**config.mk**
```make
export PLATFORM = sky130hd
export DESIGN_NAME = dns_fixed_answer_responder
export DESIGN_NICKNAME = d
export VERILOG_FILES = /design/src/rtl/dfar_pkg.sv /design/src/rtl/dfar_front.sv /design/src/rtl/dfar_fifo.sv /design/src/rtl/dfar_back.sv /design/src/rtl/dns_fixed_answer_responder.sv
export SDC_FILE = /design/constraint.sdc
export NUM_CORES = 1
export LEC_CHECK = 0
export ABC_AREA = 0
export CAP_MARGIN = 20
export CORE_UTILIZATION = 57
export CTS_CLUSTER_DIAMETER = 120
export DETAILED_ROUTE_END_ITERATION = 10
export DONT_BUFFER_PORTS = 1
export GPL_TIMING_DRIVEN = 0
export PLACE_DENSITY_LB_ADDON = 0.15
export SLEW_MARGIN = 10
export SYNTH_ARGS = -nofsm -noshare
export SYNTH_HDL_FRONTEND = slang
export SYNTH_SLANG_ARGS = --single-unit
```
**constraint.sdc**
```tcl
create_clock -name clk -period 5.15 [get_ports clk]
set_input_delay 0.515 -clock clk [delete_from_list [all_inputs] [get_ports clk]]
set_output_delay 0.515 -clock clk [all_outputs]
set_load 0.1 [all_outputs]
```
**src/rtl/dfar_pkg.sv**
```systemverilog
// shared types, constants and helpers of the dns fixed-answer responder
// used by dfar_front, dfar_fifo, dfar_back and dns_fixed_answer_responder
`default_nettype none

package dfar_pkg;

    localparam int MAX_QUERY_BYTES = 255;
    localparam int HEAD_BYTES      = 13;
    localparam int ANSWER_BYTES    = 16;
    localparam int MIN_QUERY_BYTES = 3;
    localparam int QUEUE_DEPTH     = 4;

    localparam int CNT_W  = $clog2(MAX_QUERY_BYTES + 1);
    localparam int HIDX_W = $clog2(HEAD_BYTES);
    localparam int LEN_W  = $clog2(HEAD_BYTES + 1);
    localparam int ANS_W  = $clog2(ANSWER_BYTES);
    localparam int QPTR_W = $clog2(QUEUE_DEPTH);
    localparam int QCNT_W = $clog2(QUEUE_DEPTH + 1);

    localparam logic [7:0]  RESPONSE_BIT     = 8'h80;
    localparam logic [31:0] DEFAULT_IP       = 32'h0A0B0C0D;
    localparam int          FLAGS_IDX        = 2;
    localparam int          ANCOUNT_LO_IDX   = 7;

    typedef enum logic [1:0] {
        CMD_NONE,
        CMD_PASS,
        CMD_HEAD
    } cmd_op_t;

    typedef enum logic {
        PH_BODY,
        PH_ANSWER
    } phase_t;

    // one queue entry: body part, then the answer record when answer is set
    typedef struct packed {
        cmd_op_t                      op;
        logic [7:0]                   data;
        logic [LEN_W-1:0]             len;
        logic                         modify;
        logic                         answer;
        logic [HEAD_BYTES-1:0][7:0]   head;
    } cmd_t;

    function automatic logic [7:0] answer_byte(input logic [ANS_W-1:0] idx,
                                               input logic [31:0] ip);
        logic [7:0] v;
        v = 8'h00;
        case (idx)
            4'd0:    v = 8'hC0;
            4'd1:    v = 8'h0C;
            4'd3:    v = 8'h01;
            4'd5:    v = 8'h01;
            4'd11:   v = 8'h04;
            4'd12:   v = ip[31:24];
            4'd13:   v = ip[23:16];
            4'd14:   v = ip[15:8];
            4'd15:   v = ip[7:0];
            default: v = 8'h00;
        endcase
        return v;
    endfunction

endpackage

`default_nettype wire

```
**src/rtl/dfar_front.sv**
```systemverilog
// front end: counts query bytes, keeps the header bytes and classifies each byte
// into one queue command; depends on dfar_pkg
`default_nettype none

module dfar_front (
    input  wire logic          clk,
    input  wire logic          rst_n,
    input  wire logic          in_valid,
    input  wire logic [7:0]    in_byte,
    input  wire logic          in_last,
    output logic               in_ready,
    input  wire logic          q_full,
    output logic               q_push,
    output dfar_pkg::cmd_t     q_data
);

    logic [dfar_pkg::CNT_W-1:0]                     count_reg, count_next;
    logic                                           dropping_reg, dropping_next;
    logic [dfar_pkg::HEAD_BYTES-1:0][7:0]           head_reg;
    logic [dfar_pkg::HEAD_BYTES-1:0][7:0]           snap;
    logic                                           accept;
    logic                                           active;
    logic                                           drop_now;
    logic                                           drop_eff;
    logic                                           head_wr;
    logic [dfar_pkg::CNT_W-1:0]                     new_count;
    dfar_pkg::cmd_t                                 cmd;

    assign in_ready = !q_full;
    assign accept   = in_valid && in_ready;

    always_comb
    begin
        active   = !dropping_reg && (count_reg < dfar_pkg::CNT_W'(dfar_pkg::MAX_QUERY_BYTES));
        head_wr  = active && (count_reg < dfar_pkg::CNT_W'(dfar_pkg::HEAD_BYTES));
        drop_now = active && (count_reg == dfar_pkg::CNT_W'(dfar_pkg::FLAGS_IDX))
                   && ((in_byte & dfar_pkg::RESPONSE_BIT) != 8'h00);
        drop_eff = dropping_reg || drop_now;
        new_count = active ? count_reg + 1'b1 : count_reg;

        // header with the current byte merged in
        for (int i = 0; i < dfar_pkg::HEAD_BYTES; i++)
        begin
            snap[i] = (head_wr && count_reg == dfar_pkg::CNT_W'(i)) ? in_byte : head_reg[i];
        end

        cmd.op     = dfar_pkg::CMD_NONE;
        cmd.data   = in_byte;
        cmd.len    = dfar_pkg::LEN_W'(dfar_pkg::HEAD_BYTES);
        cmd.modify = 1'b1;
        cmd.answer = 1'b0;
        cmd.head   = snap;

        if (active && !drop_now)
        begin
            if (count_reg == dfar_pkg::CNT_W'(dfar_pkg::HEAD_BYTES - 1))
            begin
                cmd.op = dfar_pkg::CMD_HEAD;
            end
            else if (count_reg >= dfar_pkg::CNT_W'(dfar_pkg::HEAD_BYTES))
            begin
                cmd.op = dfar_pkg::CMD_PASS;
            end
        end

        if (in_last && !drop_eff
            && new_count >= dfar_pkg::CNT_W'(dfar_pkg::MIN_QUERY_BYTES))
        begin
            cmd.answer = 1'b1;
            // short query: the whole held header goes out unchanged
            if (new_count < dfar_pkg::CNT_W'(dfar_pkg::HEAD_BYTES))
            begin
                cmd.op     = dfar_pkg::CMD_HEAD;
                cmd.len    = new_count[dfar_pkg::LEN_W-1:0];
                cmd.modify = 1'b0;
            end
        end

        q_push = accept && (cmd.op != dfar_pkg::CMD_NONE || cmd.answer);
        q_data = cmd;

        count_next    = count_reg;
        dropping_next = dropping_reg;
        if (accept)
        begin
            count_next    = in_last ? '0 : new_count;
            dropping_next = in_last ? 1'b0 : drop_eff;
        end
    end

    always_ff @(posedge clk or negedge rst_n)
    begin
        if (!rst_n)
        begin
            count_reg    <= '0;
            dropping_reg <= 1'b0;
        end
        else
        begin
            count_reg    <= count_next;
            dropping_reg <= dropping_next;
        end
    end

    always_ff @(posedge clk)
    begin
        if (accept && head_wr)
        begin
            head_reg[count_reg[dfar_pkg::HIDX_W-1:0]] <= in_byte;
        end
    end

endmodule

`default_nettype wire

```
**src/rtl/dfar_fifo.sv**
```systemverilog
// short command queue between the front end and the reply sequencer
// depends on dfar_pkg for the entry type and depth
`default_nettype none

module dfar_fifo (
    input  wire logic            clk,
    input  wire logic            rst_n,
    input  wire logic            push,
    input  wire dfar_pkg::cmd_t  push_data,
    output logic                 full,
    input  wire logic            pop,
    output dfar_pkg::cmd_t       head_data,
    output logic                 empty
);

    dfar_pkg::cmd_t                  mem_reg [dfar_pkg::QUEUE_DEPTH];
    logic [dfar_pkg::QPTR_W-1:0]     wr_ptr_reg, wr_ptr_next;
    logic [dfar_pkg::QPTR_W-1:0]     rd_ptr_reg, rd_ptr_next;
    logic [dfar_pkg::QCNT_W-1:0]     fill_reg, fill_next;
    logic                            do_push;
    logic                            do_pop;

    assign full      = (fill_reg == dfar_pkg::QCNT_W'(dfar_pkg::QUEUE_DEPTH));
    assign empty     = (fill_reg == '0);
    assign do_push   = push && !full;
    assign do_pop    = pop && !empty;
    assign head_data = mem_reg[rd_ptr_reg];

    always_comb
    begin
        wr_ptr_next = wr_ptr_reg;
        rd_ptr_next = rd_ptr_reg;
        fill_next   = fill_reg;
        if (do_push)
        begin
            wr_ptr_next = (wr_ptr_reg == dfar_pkg::QPTR_W'(dfar_pkg::QUEUE_DEPTH - 1))
                          ? '0 : wr_ptr_reg + 1'b1;
        end
        if (do_pop)
        begin
            rd_ptr_next = (rd_ptr_reg == dfar_pkg::QPTR_W'(dfar_pkg::QUEUE_DEPTH - 1))
                          ? '0 : rd_ptr_reg + 1'b1;
        end
        case ({do_push, do_pop})
            2'b10:   fill_next = fill_reg + 1'b1;
            2'b01:   fill_next = fill_reg - 1'b1;
            default: fill_next = fill_reg;
        endcase
    end

    always_ff @(posedge clk or negedge rst_n)
    begin
        if (!rst_n)
        begin
            wr_ptr_reg <= '0;
            rd_ptr_reg <= '0;
            fill_reg   <= '0;
        end
        else
        begin
            wr_ptr_reg <= wr_ptr_next;
            rd_ptr_reg <= rd_ptr_next;
            fill_reg   <= fill_next;
        end
    end

    always_ff @(posedge clk)
    begin
        if (do_push)
        begin
            mem_reg[wr_ptr_reg] <= push_data;
        end
    end

endmodule

`default_nettype wire

```
**src/rtl/dfar_back.sv**
```systemverilog
// reply sequencer: walks the command at the queue head and drives the
// registered output byte stream; depends on dfar_pkg
`default_nettype none

module dfar_back (
    input  wire logic            clk,
    input  wire logic            rst_n,
    input  wire dfar_pkg::cmd_t  cmd,
    input  wire logic            q_empty,
    output logic                 q_pop,
    input  wire logic [31:0]     answer_ip,
    output logic                 out_valid,
    input  wire logic            out_ready,
    output logic [7:0]           out_byte,
    output logic                 out_last
);

    dfar_pkg::phase_t            phase_reg, phase_next;
    logic [dfar_pkg::ANS_W-1:0]  cnt_reg, cnt_next;
    logic                        valid_reg, valid_next;
    logic [7:0]                  byte_reg, byte_next;
    logic                        last_reg, last_next;
    logic                        advance;
    logic                        emit;
    dfar_pkg::phase_t            phase_eff;
    logic [7:0]                  hb;

    assign advance   = !valid_reg || out_ready;
    assign emit      = advance && !q_empty;
    assign out_valid = valid_reg;
    assign out_byte  = byte_reg;
    assign out_last  = last_reg;

    always_comb
    begin
        phase_next = phase_reg;
        cnt_next   = cnt_reg;
        byte_next  = byte_reg;
        last_next  = last_reg;
        q_pop      = 1'b0;
        valid_next = out_ready ? 1'b0 : valid_reg;

        // a command with no body starts straight in the answer record
        phase_eff = (cmd.op == dfar_pkg::CMD_NONE) ? dfar_pkg::PH_ANSWER : phase_reg;

        hb = cmd.head[cnt_reg[dfar_pkg::HIDX_W-1:0]];
        if (cmd.modify && cnt_reg == dfar_pkg::ANS_W'(dfar_pkg::FLAGS_IDX))
        begin
            hb = hb | dfar_pkg::RESPONSE_BIT;
        end
        if (cmd.modify && cnt_reg == dfar_pkg::ANS_W'(dfar_pkg::ANCOUNT_LO_IDX))
        begin
            hb = hb + 8'd1;
        end

        if (emit)
        begin
            valid_next = 1'b1;
            last_next  = 1'b0;
            case (phase_eff)
                dfar_pkg::PH_BODY:
                begin
                    if (cmd.op == dfar_pkg::CMD_PASS)
                    begin
                        byte_next = cmd.data;
                        cnt_next  = '0;
                        if (cmd.answer)
                        begin
                            phase_next = dfar_pkg::PH_ANSWER;
                        end
                        else
                        begin
                            q_pop = 1'b1;
                        end
                    end
                    else
                    begin
                        byte_next = hb;
                        if (cnt_reg == dfar_pkg::ANS_W'(cmd.len - 1'b1))
                        begin
                            cnt_next = '0;
                            if (cmd.answer)
                            begin
                                phase_next = dfar_pkg::PH_ANSWER;
                            end
                            else
                            begin
                                q_pop = 1'b1;
                            end
                        end
                        else
                        begin
                            cnt_next = cnt_reg + 1'b1;
                        end
                    end
                end
                dfar_pkg::PH_ANSWER:
                begin
                    byte_next = dfar_pkg::answer_byte(cnt_reg, answer_ip);
                    if (cnt_reg == dfar_pkg::ANS_W'(dfar_pkg::ANSWER_BYTES - 1))
                    begin
                        last_next  = 1'b1;
                        cnt_next   = '0;
                        phase_next = dfar_pkg::PH_BODY;
                        q_pop      = 1'b1;
                    end
                    else
                    begin
                        cnt_next = cnt_reg + 1'b1;
                    end
                end
                default:
                begin
                    phase_next = dfar_pkg::PH_BODY;
                    cnt_next   = '0;
                end
            endcase
        end
    end

    always_ff @(posedge clk or negedge rst_n)
    begin
        if (!rst_n)
        begin
            phase_reg <= dfar_pkg::PH_BODY;
            cnt_reg   <= '0;
            valid_reg <= 1'b0;
        end
        else
        begin
            phase_reg <= phase_next;
            cnt_reg   <= cnt_next;
            valid_reg <= valid_next;
        end
    end

    always_ff @(posedge clk)
    begin
        byte_reg <= byte_next;
        last_reg <= last_next;
    end

    // a command only leaves the queue once its last byte is loaded
    a_pop_on_emit: assert property (@(posedge clk) disable iff (!rst_n)
        q_pop |-> emit)
        else $error("queue pop without an emitted byte");

    // mid-answer the command must still sit at the queue head
    a_answer_has_cmd: assert property (@(posedge clk) disable iff (!rst_n)
        (phase_reg == dfar_pkg::PH_ANSWER || cnt_reg != '0) |-> !q_empty)
        else $error("sequencer mid-command with an empty queue");

    // reply ends only through the final answer byte
    a_last_closes: assert property (@(posedge clk) disable iff (!rst_n)
        (emit && last_next) |-> (q_pop && phase_next == dfar_pkg::PH_BODY))
        else $error("last byte flagged outside the end of an answer record");

endmodule

`default_nettype wire

```
**src/rtl/dns_fixed_answer_responder.sv**
```systemverilog
// top level of the dns fixed-answer responder: answer address register,
// front end, command queue and reply sequencer; depends on dfar_pkg and submodules
//
//  channel  dir  handshake              payload
//  s_axis   in   tvalid / tready        tdata = query_byte, tlast = query_last
//  m_axis   out  tvalid / tready        tdata = reply_byte, tlast = reply_last
//  cfg      in   cfg_valid / cfg_ready  cfg_data = answer_ip (32 bits)
//
// query bytes are taken one per cycle while the 4-entry command queue has room
// bytes 1 to 12 give no output unless last; byte 13 releases a 13-byte header
// burst, later bytes pass one per cycle; the last byte adds a 16-byte answer
// record; the sequencer emits one reply byte per cycle when not stalled, through a
// registered output, so an answered query of n bytes yields min(n,255)+16 reply
// bytes; reset is asynchronous; no clearing pass, the block is ready after reset
`default_nettype none

module dns_fixed_answer_responder (
    input  wire logic          clk,
    input  wire logic          rst_n,
    input  wire logic          s_axis_tvalid,
    output logic               s_axis_tready,
    input  wire logic [7:0]    s_axis_tdata,   // [7:0] query_byte
    input  wire logic          s_axis_tlast,
    output logic               m_axis_tvalid,
    input  wire logic          m_axis_tready,
    output logic [7:0]         m_axis_tdata,   // [7:0] reply_byte
    output logic               m_axis_tlast,
    input  wire logic          cfg_valid,
    output logic               cfg_ready,
    input  wire logic [31:0]   cfg_data        // [31:0] answer_ip
);

    logic [31:0]       answer_ip_reg, answer_ip_next;
    logic              q_full;
    logic              q_push;
    logic              q_pop;
    logic              q_empty;
    dfar_pkg::cmd_t    push_cmd;
    dfar_pkg::cmd_t    head_cmd;

    assign cfg_ready = 1'b1;

    always_comb
    begin
        answer_ip_next = answer_ip_reg;
        if (cfg_valid && cfg_ready)
        begin
            answer_ip_next = cfg_data;
        end
    end

    always_ff @(posedge clk or negedge rst_n)
    begin
        if (!rst_n)
        begin
            answer_ip_reg <= dfar_pkg::DEFAULT_IP;
        end
        else
        begin
            answer_ip_reg <= answer_ip_next;
        end
    end

    dfar_front u_front (
        .clk      (clk),
        .rst_n    (rst_n),
        .in_valid (s_axis_tvalid),
        .in_byte  (s_axis_tdata),
        .in_last  (s_axis_tlast),
        .in_ready (s_axis_tready),
        .q_full   (q_full),
        .q_push   (q_push),
        .q_data   (push_cmd)
    );

    dfar_fifo u_fifo (
        .clk       (clk),
        .rst_n     (rst_n),
        .push      (q_push),
        .push_data (push_cmd),
        .full      (q_full),
        .pop       (q_pop),
        .head_data (head_cmd),
        .empty     (q_empty)
    );

    dfar_back u_back (
        .clk       (clk),
        .rst_n     (rst_n),
        .cmd       (head_cmd),
        .q_empty   (q_empty),
        .q_pop     (q_pop),
        .answer_ip (answer_ip_reg),
        .out_valid (m_axis_tvalid),
        .out_ready (m_axis_tready),
        .out_byte  (m_axis_tdata),
        .out_last  (m_axis_tlast)
    );

endmodule

`default_nettype wire

```
After elaboration in Yosys (flattened, before gate mapping) --
Memories as Yosys holds them, arrays and structs flattened. Cells that the tools add are included.
Operators by class: bitwise operators 1, reduce and logical (&&, ||, !) cells 47, mux-type cells 56, equality and inequality tests 31, add/sub/neg operators 8, magnitude comparators 8
Operator list (count):
- 8-bit 2-to-1 mux | 20
- 104-bit bitwise mux | 1
- 8-bit one-hot mux with 8 select lines | 1
- 8-bit by 4-bit == test with 1-bit output (second input constant) | 5
- 8-bit binary-select mux with 4-bit select | 1
- 8-bit demux with 4-bit select | 1
- 8-bit by 3-bit == test with 1-bit output (second input constant) | 4
- 1-bit logical AND | 29
- 4-bit == test (second input constant) | 5
- 8-bit by 1-bit adder with 8-bit output (second input constant) | 2
- 8-bit by 2-bit == test with 1-bit output (second input constant) | 2
- 8-bit by 4-bit < comparator with 1-bit output (second input constant) | 2
- 1-bit 2-to-1 mux | 16
- 8-bit one-hot mux with 2 select lines | 1
- 2-bit 2-to-1 mux | 6
- 4-bit 2-to-1 mux | 3
- 4-bit by 5-bit < comparator with 1-bit output (second input constant) | 2
- 4-bit by 2-bit == test with 1-bit output (second input constant) | 2
- 4-bit by 3-bit == test with 1-bit output (second input constant) | 2
- 8-bit by 1-bit == test with 1-bit output (second input constant) | 1
- 8-bit by 2-bit greater-or-equal comparator with 1-bit output (second input constant) | 1
- 8-bit by 4-bit greater-or-equal comparator with 1-bit output (second input constant) | 1
- 8-bit logical NOT | 1
- 8-bit < comparator (second input constant) | 1
- other kinds (27) | 41
Storage, ports and cells: memories 1, bits of input ports 46, RAM bits 480, register bits after elaboration 167, output and inout port bits 12, logic and storage cells 176
Memory list:
- u_fifo.mem_reg | words 4, bits a word 120, rd ports 1, clocked after memory_dff 0, wr ports 1, RTL line dfar_fifo.sv:16 | dfar_pkg::cmd_t mem_reg [dfar_pkg::QUEUE_DEPTH];

Logic depth before layout (Yosys ltp) --
word-level depth 15, mapped depth 18, mapped depth without buffers 16

Cells and area by module --
From an unflattened synthesis, not the netlist that was laid out.
Unflattened totals: cell total of the unflattened synthesis 1392, area total of the unflattened synthesis 26997.1 um^2
By module, submodules not included:
- dfar_fifo | area an instance 17789.6 um^2, instances 1, cells each 667, sequential area each 14589.0 um^2
- dfar_front | area an instance 5605.4 um^2, instances 1, cells each 392, sequential area each 3348.2 um^2
- dfar_back | area an instance 2233.4 um^2, instances 1, cells each 263, sequential area each 420.4 um^2
- dns_fixed_answer_responder | area an instance 1368.8 um^2, instances 1, cells each 70, sequential area each 813.3 um^2

Worst setup path after synthesis --
No wires, ideal clock.
path type register -> register, start register u_front.count_reg[2] in the netlist's numbering, end memory u_fifo.mem_reg[0][0] in the netlist's numbering (enable), period minus slack after synthesis 5.119 ns, stages on the path, launching flop included 10, setup slack 0.031 ns, required time 4.656 ns, library setup time 0.494 ns, arrival time 4.626 ns, path buffers 2, path through dfrtp_1 -> and2_1 -> clkbuf_1 -> a31oi_1 -> clkbuf_1 -> nor4_1 -> a21oi_1 -> o21a_1 -> o21a_1 -> and2_1
RTL lines:
- from (decl) | RTL line dfar_front.sv:17 | logic [dfar_pkg::CNT_W-1:0] count_reg, count_next;
- from (signal assigned) | RTL line dfar_front.sv:100 | count_reg <= count_next;
- to (decl) | RTL line dfar_fifo.sv:16

Final worst setup path --
start register u_fifo.rd_ptr_reg[0] in the netlist's numbering, end register u_fifo.fill_reg[2] in the netlist's numbering
Between the ends: cells in the longest elaborated chain, start to end 10, elaborated cells on any way between the ends 17, classes of those cells add/sub: 1; eq/ne: 4; mux: 7; bitwise: 1; reduce/logical: 3; memory: 1
Ends and longest elaborated chain:
- from (decl) | RTL line dfar_fifo.sv:18 | logic [dfar_pkg::QPTR_W-1:0] rd_ptr_reg, rd_ptr_next;
- from (signal assigned) | RTL line dfar_fifo.sv:62 | rd_ptr_reg <= rd_ptr_next;
- memory 4 x 120 bit *
- 4-bit by 1-bit subtractor with 4-bit output | RTL line dfar_back.sv:79 | if (cnt_reg == dfar_pkg::ANS_W'(cmd.len - 1'b1))
- 4-bit == test | RTL line dfar_back.sv:79
- 1-bit 2-to-1 mux | RTL line dfar_back.sv:79
- 1-bit 2-to-1 mux | RTL line dfar_back.sv:63 | if (cmd.op == dfar_pkg::CMD_PASS)
- 1-bit one-hot mux with 2 select lines * | RTL line dfar_back.sv:60 | case (phase_eff)
- 1-bit 2-to-1 mux * | RTL line dfar_back.sv:56 | if (emit)
- 1-bit logical AND * | RTL line dfar_fifo.sv:26 | assign do_pop = pop && !empty;
- via u_fifo.do_pop | RTL line dfar_fifo.sv:21 | logic do_pop;
- 2-bit by 1-bit == test with 1-bit output / 2-bit == test (equally long branches) | RTL line dfar_fifo.sv:44 | case ({do_push, do_pop})
- 3-bit one-hot mux with 2 select lines / 2-bit nonzero test (equally long branches)
- to (signal assigned) | RTL line dfar_fifo.sv:63 | fill_reg <= fill_next;
- to (decl) | RTL line dfar_fifo.sv:19 | logic [dfar_pkg::QCNT_W-1:0] fill_reg, fill_next;
Mark *: on every way through the listed nets, which the timed path passes. The rest lies on a longest branch. A chain may end at the register's enable or synchronous reset.

==> impl_metrics.toml <==
[worst_setup_path]
slowest_stage = "mux4_1"
path_class = "flip-flop to flip-flop"
cp-end-kind = "flip-flop"
crit_chain = "buf_6 -> mux4_1 -> inv_1 -> ha_1 -> xnor2_1 -> o21ai_0 -> mux2i_1 -> a21oi_1 -> o31a_1 -> o21bai_2 -> and3_1 -> buf_2 -> ha_1 -> inv_1 -> fa_1 -> xor2_1 -> nor2_1 -> xor2_1"
cp_max_fo = 10
crit_family = "compound AO/OA/AOI/OAI gates"
max_stage_delay_ps = 670
critPathBufInv = 4
r2r_start = "u_fifo.rd_ptr_reg[0]"
worstPathRequired_ps = 5670
r2r-end = "u_fifo.fill_reg[2]"
r2r_cells = 18
start_kind = "flip-flop"
regToRegSetupSlack_ps = 870
critPathArrivalTime_ps = 4800

[power]
power.total_mw = 16.5
powerDensity_nw_per_um2 = 550
leakagePower_nw = 9.92
irDropWorstVdd_mv = 0.386

[synthesis]
ys_seq_elements = 647
async_flop_share = 0.0835
synth_top_cell_area_share = 0.668
synth_ff_type = "edfxtp_1"
synth_area_leaders = "edfxtp_1 (67%), mux4_2 (7.9%), mux2_2 (6.2%)"
ys_warn_count = 0
synthCells = 1382
synth-edff-count = 593
yosysUniqueCellTypes = 68
synth_area_um2 = 26700
yosysTopAreaCell = "edfxtp_1"
synth_fp_nets = 1446
yosysSeqAreaShare = 0.719
synth.avg_cell_area_um2 = 19.3

[final_layout]
stdcell_count = 2136
largest_register_ffs = 480
final_common_cell = "edfxtp_1"
final_layout_size_suffix_gt1_frac = 0.264
final_cell_mix = "edfxtp_1 (593), mux2_2 (146), mux4_2 (93)"
nets = 1549
fillers = 3000
area_growth_pct = 12.8
final_util = 0.657

[die]
start_util = 0.582
core-area_um2 = 45800
ios = 58
fp.dieH_um = 218
fp.dieW_um = 218
rows = 78
die-area_um2 = 47600

[clock_network]
clkTransAtPathRegs_ps = 60
h-tree-depth = 3
cts_tree = "done"
clock_latency_ps = 610
cts_made_buffers = 67
cts_num_sinks = 647
postCtsResizedCells = 0
clock_tree.buffer_depth = 3
clockRootBuffer = "clkbuf_16"

[placed_design]
dp_cells = 1996
io_buffers = 0
gp_congestion = 0.855
dp_hpwl_um = 40800

[sta]
relSlewSlack = 0.216
whs_ps = 18.9
fin_skew_ps = 29.4
final.period_utilization = 0.830
rsz0062_at_grt = "no"
worst_slew_pin_slew_ps = 1170
slew_viol_final = 0
final-setup-viol-count = 0
finalHoldViolCount = 0
max_freq_mhz = 234
final.min_clock_period_ps = 4280

[route]
num_vias = 14000
avgViaCountPerCell = 6.54
drtIter0Drc = 1671
wirelength_um = 67000
remaining_drc_errors = 0
final_antenna_net_count = 0
wl_per_cell_um = 31.3
drtPass1Iterations = 6

[hold_path]
hp-start = "s_axis_tdata[7]"
hold_path.class = "primary input to flip-flop"
worstHoldPathCells = 0
min_to = "u_front.head_reg[39]"

[flow_run]
cap_violations = 0

[global_route]
antenna_found_initial = 2
grt_max_degree = 55
grt_pass1_wl_um = 95300
grt-ovfl-total = 0
grtUsageTotal = 0.287
grt_pass1_vias = 13800

[outcome]
outcome = "finished clean"
per-layer routing:
| metal | up-vias | share of wire | track usage |
|---|---|---|---|
| met5 | - | 0.00015 | 0 |
| met4 | 2 | 0.029 | 0.0830 |
| met3 | 120 | 0.085 | 0.0551 |
| met2 | 710 | 0.47 | 0.454 |
| met1 | 7276 | 0.41 | 0.411 |
| li1 | 5852 | - | - |
synthesized netlist by cell type, drive strengths merged, types with 4 or more instances:
library cell	n
ha	17
clkbuf	36
dfrtp	44
nand2b	12
a221oi	4
nor4	4
nand3b	4
nand2	49
xnor2	8
o31ai	6
a21oi	29
inv	18
nor2	39
a31oi	7
buf	36
mux4	121
o21ai	30
dfstp	10
nand3	19
nor3	7
and3	8
xor2	4
nor2b	7
o21bai	4
nor3b	4
mux2	146
o221ai	4
a22oi	20
o22ai	11
and2	10
edfxtp	593
mux2i	22
worst max path at each step:
stage / startpoint / endpoint / slack [ps] / depth (start not counted)
2_1_floorplan: u_front.count_reg[2] / u_fifo.mem_reg[0][0] / 30 / 9
3_3_place_gp: u_front.count_reg[2] / u_fifo.mem_reg[0][48] / -2770 / 9
3_5_place_dp: u_fifo.rd_ptr_reg[0] / u_fifo.fill_reg[2] / 940 / 18
4_1_cts: u_fifo.rd_ptr_reg[0] / u_fifo.fill_reg[2] / 860 / 18
5_1_grt: u_fifo.rd_ptr_reg[0] / u_fifo.fill_reg[2] / 610 / 18
6_report: u_fifo.rd_ptr_reg[0] / u_fifo.fill_reg[2] / 870 / 18
cell type report:
| class | count | area, um^2 | area share |
|---|---|---|---|
| multi-input cells | 645 | 6950 | 0.231 |
| repair buffers | 34 | 502 | 0.0167 |
| well taps | 600 | 751 | 0.0250 |
| clock buffers | 90 | 1820 | 0.0604 |
| plain buffers | 72 | 494 | 0.0164 |
| clock inverters | 29 | 302 | 0.0100 |
| flip-flops and latches | 647 | 19200 | 0.638 |
| inverters | 18 | 67.6 | 0.00225 |
| diodes | 1 | 2.50 | 0.0000833 |
power by group:
group	internal (mW)	switching (mW)	total (mW)
combinational	1.98	2.95	4.94
sequential	6.41	0.471	6.88
clock	2.74	1.96	4.70
total	11.1	5.39	16.5
timing repair:
item                                   CTS  global route
setup endpoints to repair                0             0
buffers inserted                         0             0
endpoints found under the hold margin  132            15
hold buffers                            14             6
through the flow:
stage	worst slack (ps)	instance area, um^2	setup TNS [ps]
2_1_floorplan	30.9	26700	0
3_3_place_gp	-2770	27400	-1287110
3_5_place_dp	937	27700	0
4_1_cts	862	30000	0
5_1_grt	607	30100	0
6_report	874	30100	0
kinds of logic (layout without fill, tap and decap cells):
logic type / Yosys count / in the layout / synth area share
buf+inv: 90 / 243 / 0.0211
flops: 647 / 647 / 0.719
compound gates: 145 / 145 / 0.0363
simple gates: 180 / 180 / 0.0343
fa+ha+maj: 18 / 18 / 0.00873
xor+xnor: 12 / 12 / 0.00394
mux: 289 / 289 / 0.176
other cells: 1 / 2 / 0.000141
(Power assumes the default switching activity.)
